<file path="src/assert_macros.svh">
// Assertion macros for the RTL of the LCD refresh scanner.
// No dependencies; simulation sees the checks, synthesis sees empty bodies.
`ifndef ASSERT_MACROS_SVH
`define ASSERT_MACROS_SVH
`ifndef SYNTHESIS
// Checked property, muted while reset is high.
`define LBRS_ASSERT(lbl, clk, rst, prop, msg) \
  lbl: assert property (@(posedge clk) disable iff (rst) prop) else $error(msg);
// Checked property, live during reset too.
`define LBRS_ASSERT_ALWAYS(lbl, clk, prop, msg) \
  lbl: assert property (@(posedge clk) prop) else $error(msg);
`else
`define LBRS_ASSERT(lbl, clk, rst, prop, msg)
`define LBRS_ASSERT_ALWAYS(lbl, clk, prop, msg)
`endif
`endif

</file>
<file path="src/lbrs_pkg.sv">
// Package for the LCD refresh scanner: beat payload types and display constants.
// No dependencies.
`default_nettype none
package lbrs_pkg;

  // Input beat: store request or refresh tick.
  typedef struct packed {
    logic       func;
    logic [3:0] column;
    logic       line;
    logic [7:0] char_code;
  } lbrs_in_t;

  // Output beat: one nibble toward the display.
  typedef struct packed {
    logic       rs;
    logic [3:0] nibble;
    logic       last;
  } lbrs_out_t;

  localparam logic FUNC_STORE   = 1'b0;
  localparam logic FUNC_REFRESH = 1'b1;

  localparam logic RS_CMD  = 1'b0;
  localparam logic RS_DATA = 1'b1;

  localparam logic [7:0] CURSOR_CMD = 8'h80;
  localparam logic [7:0] ROW_STRIDE = 8'h40;
  localparam logic [7:0] HIGH_MASK  = 8'hF0;
  localparam logic [7:0] LOW_MASK   = 8'h0F;

endpackage
`default_nettype wire

</file>
<file path="src/lbrs_if.sv">
// Valid/ready channel interfaces of the LCD refresh scanner.
// Depends on lbrs_pkg for the payload types.
`default_nettype none
interface lbrs_in_if;
  import lbrs_pkg::*;
  logic     valid;
  logic     ready;
  lbrs_in_t data;
  modport source (output valid, output data, input ready);
  modport sink   (input valid, input data, output ready);
endinterface

interface lbrs_out_if;
  import lbrs_pkg::*;
  logic      valid;
  logic      ready;
  lbrs_out_t data;
  modport source (output valid, output data, input ready);
  modport sink   (input valid, input data, output ready);
endinterface
`default_nettype wire

</file>
<file path="src/lcd_buffer_refresh_scanner.sv">
// LCD refresh scanner top level: frame memory, scan pointer, nibble serializer.
// Depends on lbrs_pkg, lbrs_if, lbrs_frame_mem and assert_macros.svh.
//
// Use: host carries beats of {func, column, line, char_code}. func = store
// writes char_code into the frame at (column, line); out-of-range stores are
// dropped. func = refresh emits one byte on lcd as two beats, high nibble
// (last = 0) then low nibble (last = 1), both with the same rs. A refresh
// sends the character under the scan pointer (rs = 1) and steps the column;
// once the column has passed the end it sends the cursor command for the next
// row (rs = 0), wrapping after the last row.
// Flow: a taken refresh fills the pending stage, then moves on to the output
// slot that drives lcd. A refresh may be taken while the last byte is still in
// the output slot; the refresh rate is set by the two nibble beats per byte on
// lcd. The frame memory read issued at accept lands in the pending stage, so a
// store followed at once by a refresh of the same cell reads the new code.
// Reset: frame reads as all zero (per-entry valid flops, cleared by reset),
// scan pointer at column 0 row 0, no beat pending.
// Stall: while lcd is held, one byte waits in the output slot and one more in
// the pending stage; host.ready then drops until the slot frees.
`default_nettype none
`include "assert_macros.svh"
module lcd_buffer_refresh_scanner #(
  parameter int COLUMNS = 16,
  parameter int ROWS    = 2
) (
  input logic        clk,
  input logic        rst,
  lbrs_in_if.sink    host,
  lbrs_out_if.source lcd
);
  import lbrs_pkg::*;

  localparam int DEPTH  = COLUMNS * ROWS;
  localparam int ADDR_W = (DEPTH > 1) ? $clog2(DEPTH) : 1;
  localparam int COL_W  = $clog2(COLUMNS + 1);

  // scan pointer
  logic [COL_W-1:0] scan_col;
  logic             scan_row;

  // pending stage: byte waiting for the memory read or holding a command
  logic       s1_vld;
  logic       s1_rs;
  logic [7:0] s1_cmd;

  // output slot: byte being sent, phase 0 = high nibble, 1 = low nibble
  logic       o_vld;
  logic       o_phase;
  logic       o_rs;
  logic [7:0] o_byte;

  logic              accept;
  logic              refresh;
  logic              store_ok;
  logic [ADDR_W-1:0] st_addr;
  logic [ADDR_W-1:0] rd_addr;
  logic [7:0]        rd_data;
  logic              s1_adv;
  logic              at_end;
  logic              row_next;

  assign s1_adv     = s1_vld && (!o_vld || (o_phase && lcd.ready));
  assign host.ready = !s1_vld || s1_adv;
  assign accept     = host.valid && host.ready;
  assign refresh    = accept && (host.data.func == FUNC_REFRESH);

  assign store_ok = accept && (host.data.func == FUNC_STORE)
                    && (int'(host.data.column) < COLUMNS)
                    && (int'(host.data.line) < ROWS);
  assign st_addr  = ADDR_W'(int'(host.data.line) * COLUMNS + int'(host.data.column));
  assign rd_addr  = ADDR_W'(int'(scan_row) * COLUMNS + int'(scan_col));

  assign at_end   = (scan_col >= COL_W'(COLUMNS));
  assign row_next = (scan_row == 1'(ROWS - 1)) ? 1'b0 : ~scan_row;

  lbrs_frame_mem #(
    .DEPTH  (DEPTH),
    .ADDR_W (ADDR_W)
  ) u_frame (
    .clk     (clk),
    .rst     (rst),
    .wr_en   (store_ok),
    .wr_addr (st_addr),
    .wr_data (host.data.char_code),
    .rd_en   (refresh && !at_end),
    .rd_addr (rd_addr),
    .rd_data (rd_data)
  );

  // control state
  always_ff @(posedge clk) begin
    if (rst) begin
      scan_col <= '0;
      scan_row <= 1'b0;
      s1_vld   <= 1'b0;
      o_vld    <= 1'b0;
      o_phase  <= 1'b0;
    end else begin
      if (refresh) begin
        if (at_end) begin
          scan_col <= '0;
          scan_row <= row_next;
        end else begin
          scan_col <= scan_col + 1'b1;
        end
      end

      if (refresh) begin
        s1_vld <= 1'b1;
      end else if (s1_adv) begin
        s1_vld <= 1'b0;
      end

      if (s1_adv) begin
        o_vld   <= 1'b1;
        o_phase <= 1'b0;
      end else if (o_vld && lcd.ready) begin
        if (!o_phase) begin
          o_phase <= 1'b1;
        end else begin
          o_vld <= 1'b0;
        end
      end
    end
  end

  // payload, no reset
  always_ff @(posedge clk) begin
    if (refresh) begin
      s1_rs  <= at_end ? RS_CMD : RS_DATA;
      s1_cmd <= CURSOR_CMD | (row_next ? ROW_STRIDE : 8'h00);
    end
    if (s1_adv) begin
      o_rs   <= s1_rs;
      o_byte <= (s1_rs == RS_DATA) ? rd_data : s1_cmd;
    end
  end

  assign lcd.valid       = o_vld;
  assign lcd.data.rs     = o_rs;
  assign lcd.data.nibble = o_phase ? 4'(o_byte & LOW_MASK) : 4'((o_byte & HIGH_MASK) >> 4);
  assign lcd.data.last   = o_phase;

  // high nibble taken -> low nibble of the same byte is offered next
  `LBRS_ASSERT(a_low_follows, clk, rst, (lcd.valid && lcd.ready && !lcd.data.last) |=> (lcd.valid && lcd.data.last), "low nibble missing after high nibble")
  `LBRS_ASSERT(a_rs_kept, clk, rst, (lcd.valid && lcd.ready && !lcd.data.last) |=> (lcd.data.rs == $past(lcd.data.rs)), "rs changed within a byte")
  `LBRS_ASSERT(a_col_range, clk, rst, scan_col <= COL_W'(COLUMNS), "scan column past end")
  `LBRS_ASSERT(a_backpressure, clk, rst, (s1_vld && !s1_adv) |-> !host.ready, "host taken while pending byte blocked")

endmodule
`default_nettype wire

</file>
<file path="src/lbrs_frame_mem.sv">
// Character frame memory: one write port, one registered read port.
// Per-entry valid flops make unwritten entries read as zero after reset.
`default_nettype none
module lbrs_frame_mem #(
  parameter int DEPTH  = 32,
  parameter int ADDR_W = 5
) (
  input  logic              clk,
  input  logic              rst,
  input  logic              wr_en,
  input  logic [ADDR_W-1:0] wr_addr,
  input  logic [7:0]        wr_data,
  input  logic              rd_en,
  input  logic [ADDR_W-1:0] rd_addr,
  output logic [7:0]        rd_data
);

  logic [7:0]       mem [DEPTH];
  logic [DEPTH-1:0] vld;
  logic [7:0]       rd_q;
  logic             rd_vld;

  always_ff @(posedge clk) begin
    if (wr_en) begin
      mem[wr_addr] <= wr_data;
    end
    if (rd_en) begin
      rd_q <= mem[rd_addr];
    end
  end

  always_ff @(posedge clk) begin
    if (rst) begin
      vld    <= '0;
      rd_vld <= 1'b0;
    end else begin
      if (wr_en) begin
        vld[wr_addr] <= 1'b1;
      end
      if (rd_en) begin
        rd_vld <= vld[rd_addr];
      end
    end
  end

  assign rd_data = rd_vld ? rd_q : 8'h00;

endmodule
`default_nettype wire
</file>
<file path="src/flat_wrapper.sv">
// flat-port wrapper written by rule: the top's interface ports become plain ports
module lcd_buffer_refresh_scanner_flat import lbrs_pkg::*;
#(
  parameter int COLUMNS = 16,
  parameter int ROWS    = 2
)
  (clk, rst, host_valid, host_data, host_ready, lcd_valid, lcd_data, lcd_ready);
  lbrs_in_if host_i ();
  lbrs_out_if lcd_i ();
  input logic clk;
  input logic rst;
  input wire logic [$bits(host_i.valid)-1:0] host_valid;
  input wire logic [$bits(host_i.data)-1:0] host_data;
  output wire logic [$bits(host_i.ready)-1:0] host_ready;
  output wire logic [$bits(lcd_i.valid)-1:0] lcd_valid;
  output wire logic [$bits(lcd_i.data)-1:0] lcd_data;
  input wire logic [$bits(lcd_i.ready)-1:0] lcd_ready;
  assign host_i.valid = host_valid;
  assign host_i.data = host_data;
  assign host_ready = host_i.ready;
  assign lcd_valid = lcd_i.valid;
  assign lcd_data = lcd_i.data;
  assign lcd_i.ready = lcd_ready;
  lcd_buffer_refresh_scanner #(.COLUMNS(COLUMNS), .ROWS(ROWS)) u_core (.clk(clk), .rst(rst), .host(host_i), .lcd(lcd_i));
endmodule
</file>
<file path="config.mk">
export PLATFORM = sky130hd
export DESIGN_NAME = lcd_buffer_refresh_scanner_flat
export DESIGN_NICKNAME = d
export VERILOG_FILES = /design/src/lbrs_pkg.sv /design/src/lbrs_if.sv /design/src/lcd_buffer_refresh_scanner.sv /design/src/lbrs_frame_mem.sv /design/src/flat_wrapper.sv
export VERILOG_INCLUDE_DIRS = /design/src /design/src/src
export SDC_FILE = /design/constraint.sdc
export NUM_CORES = 1
export LEC_CHECK = 0
export ABC_CLOCK_PERIOD_IN_PS = 3000
export BUFFER_PORTS_ARGS = -buffer_cell sky130_fd_sc_hd__buf_2
export CORE_UTILIZATION = 25
export CTS_CLUSTER_SIZE = 40
export DETAILED_ROUTE_END_ITERATION = 8
export PLACE_DENSITY = 0.46
export SLEW_MARGIN = 20
export SYNTH_ARGS = -nofsm -noshare
export SYNTH_HDL_FRONTEND = slang
export SYNTH_SLANG_ARGS = --single-unit
export TNS_END_PERCENT = 5
</file>
<file path="constraint.sdc">
create_clock -name clk -period 3 [get_ports clk]
set_clock_uncertainty 0.05 [all_clocks]
set_input_delay 0.3 -clock clk [delete_from_list [all_inputs] [get_ports clk]]
set_output_delay 0.3 -clock clk [all_outputs]
set_load 0.005 [all_outputs]
</file>
==> results.py <==
metrics = {
    "sta": {
        "min_period_ns": 2.58,
        "finalSetupViolations": 0,
        "max_slew_margin_pct": 46.9,
        "clock.fmax_mhz": 387,
        "fin_ws_ns": 0.419,
        "fin_crit_sh_pct": 86.0,
        "finalHoldViolCount": 0,
        "tightestPinTransition_ns": 0.797,
        "slew_viol_final": 0,
        "fin_tns_setup_ns": 0,
        "rsz0062_at_grt": "false",
    },
    "clocking": {
        "htreeDepth": 2,
        "ctsResizeCount": 0,
        "clock_path_buffers": 3,
        "path_clk_slew_ns": 0.06,
        "root_buffer": "clkbuf_16",
        "insertion_delay_ns": 0.53,
        "post-cts-setup-buffers": 0,
        "tritoncts": "yes",
        "hold_buffers": 0,
        "cts_sinks": 317,
        "cts_buffers": 36,
    },
    "min_path": {
        "min_from": "lcd_ready",
        "hp-class": "in2reg",
        "hold_path_depth": 4,
        "min_to": "u_core.o_phase",
    },
    "worst_setup_path": {
        "r2r_slack_ns": 0.42,
        "path_class": "reg2reg",
        "r2r-end": "u_core.u_frame.mem[10][3]",
        "r2r_start": "u_core.o_phase",
        "worstSetupEndpointType": "flop",
        "cp-start-kind": "flop",
        "crit_arrival_ns": 2.77,
        "reg2reg_depth": 5,
        "cp_max_fo": 8,
        "crit_required_ns": 3.19,
    },
    "place": {
        "portBuffers": 25,
        "place.gp.congestion": 0.737,
        "hpwl_um": 18800,
        "place_ws_ns": 0.433,
    },
    "synth": {
        "syn_inst": 664,
        "synth.avg_cell_area_um2": 18.7,
        "synth_flop_cell": "edfxtp_1",
        "synth-seq-area-share_pct": 73.4,
        "syn-num-nets": 683,
        "ys_seq_elements": 317,
        "ys_warn_count": 0,
        "syn_area_mm2": 0.0124,
        "synth_cell_types": 42,
        "synth_edf_count": 275,
        "async_flop_share_pct": 0,
    },
    "outcome": {
        "outcome": "finished clean",
    },
    "route": {
        "routed_wl_um": 30000,
        "drt_iter0_drc": 549,
        "first_pass_iters": 4,
        "vias_per_cell": 4.38,
        "vias": 6244,
        "drc": 0,
        "postRouteAntennaNets": 0,
        "wl_per_cell_um": 21.1,
    },
    "global_route": {
        "grt_pass1_wl_um": 45000,
        "antenna_found_initial": 0,
        "grt.overflow.total": 0,
        "grt_pass1_vias": 6562,
        "grt_max_degree": 44,
        "track_usage_pct": 12.2,
    },
    "cells_and_area": {
        "insertedDiodeCount": 0,
        "drive_above_1_share_pct": 30.2,
        "final_cell_mix": "275 x edfxtp_1, 80 x mux4_2, 75 x nor2_1, 46 x buf_4, 40 x a21oi_1",
        "nNetsFinal": 757,
        "layout.cells.most_common": "edfxtp_1",
        "syn2layout_area_growth_pct": 19.6,
        "nFillCells": 4756,
    },
    "die": {
        "coreArea_mm2": 0.0490,
        "die_h_um": 225,
        "initial_core_util_pct": 25.3,
        "rows": 81,
        "dieWidth_um": 225,
        "io_pins": 26,
        "dieArea_mm2": 0.0505,
    },
    "power_and_ir_drop": {
        "total_leakage_power_uw": 0.00468,
        "ir_drop_uv": 290,
        "p_per_area_mw_per_mm2": 658,
    },
    "run": {
        "cap_viol_max_count": 0,
    },
}
routing by layer:
| layer | wire length (µm) | vias to the layer above | share of wire (%) | GRT usage (%) |
|---|---|---|---|---|
| li1 | - | 2786 | - | - |
| met1 | 14000 | 3284 | 47 | 17.3 |
| met2 | 14000 | 129 | 46 | 19.2 |
| met3 | 1400 | 45 | 4.6 | 2.00 |
| met4 | 662 | 0 | 2.2 | 3.69 |
| met5 | 0 | - | 0 | 0 |
worst max-delay path by stage:
stage / start / endpoint / depth (start not counted)
6_report: u_core.o_phase / u_core.u_frame.mem[10][3] / 5
5_1_grt: u_core.o_phase / u_core.u_frame.mem[2][3] / 5
4_1_cts: u_core.o_phase / u_core.u_frame.mem[26][1] / 5
3_5_place_dp: u_core.o_phase / u_core.u_frame.mem[10][3] / 5
3_3_place_gp: u_core.o_phase / u_core.u_frame.mem[10][6] / 5
2_1_floorplan: u_core.scan_col[1] / u_core.u_frame.rd_q[0] / 5
cell type report:
type | count | area [µm²] | share of cell area [%]
clock buffers | 43 | 980 | 6.61
clock inverters | 18 | 229 | 1.54
inverters | 5 | 18.8 | 0.127
multi-input cells | 302 | 3090 | 20.8
flip-flops and latches | 317 | 9110 | 61.4
well taps | 664 | 831 | 5.60
repair buffers | 76 | 571 | 3.85
per-stage QoR:
step / cells / power (µW) / area [µm²] / utilization (%) / hold WS [ns]
finish: 1425 / 9760 / 14800 / 30.3 / 0.119
global route: 1425 / 10100 / 14800 / 30.3 / 0.115
CTS: 1425 / 9880 / 14800 / 30.3 / 0.100
detailed placement: 1364 / 5360 / 13600 / 27.8 / 0.401
global placement: 1364 / 5360 / 13600 / 27.8 / 0.394
floorplan: 664 / 5160 / 12400 / - / 0.349
kinds of logic after synthesis:
logic type | count (synthesis) | synth area share [%]
xor gates and xnor gates | 3 | 0.212
DFF | 317 | 73.4
muxes | 106 | 16.8
AOI/OAI and AO/OA | 58 | 2.78
and+or+nand+nor | 134 | 5.06
adders and majority gates | 1 | 0.101
buffers and inverters | 45 | 1.72
critical path: stages (launching register included):
cell and delay, ns:
dfxtp_1 0.49, a21boi_0 0.31, a211oi_1 0.50, nand2_1 0.48, nor2_1 0.28, buf_4 0.18
state kept, by name (all words and copies together) (netlist names):
signal and cells:
u_core.lcd.valid 1, u_core.o_byte 8, u_core.o_phase 1, u_core.o_rs 1, u_core.s1_cmd 1, u_core.s1_rs 1, u_core.s1_vld 1, u_core.scan_col 5
u_core.scan_row 1, u_core.u_frame.mem 256, u_core.u_frame.rd_q 8, u_core.u_frame.rd_vld 1, u_core.u_frame.vld 32
Yosys cell counts, types with 3 or more instances:
master | number | share of area (%)
edfxtp_1 | 275 | 67
mux4_2 | 80 | 15
nor2_1 | 75 | 2.3
dfxtp_1 | 42 | 6.8
a21oi_1 | 40 | 1.6
clkbuf_1 | 23 | 0.70
nand2_1 | 14 | 0.42
mux2_2 | 13 | 1.2
mux2i_1 | 13 | 1.0
and3_1 | 9 | 0.45
nor2b_1 | 9 | 0.45
buf_4 | 8 | 0.48
buf_2 | 5 | 0.20
a2111oi_0 | 4 | 0.28
inv_1 | 4 | 0.12
nand3b_1 | 4 | 0.24
nor3_1 | 4 | 0.16
and3b_1 | 3 | 0.21
buf_1 | 3 | 0.091
nand3_1 | 3 | 0.12
power breakdown:
group	internal [µW]	switching, µW	leakage (µW)	total [µW]
clock network	2760	1750	0.000595	4500
registers	4830	30.2	0.00281	4860
logic	163	235	0.00128	398
total	7750	2010	0.00468	9760
Power figures use the tool's default switching activity.
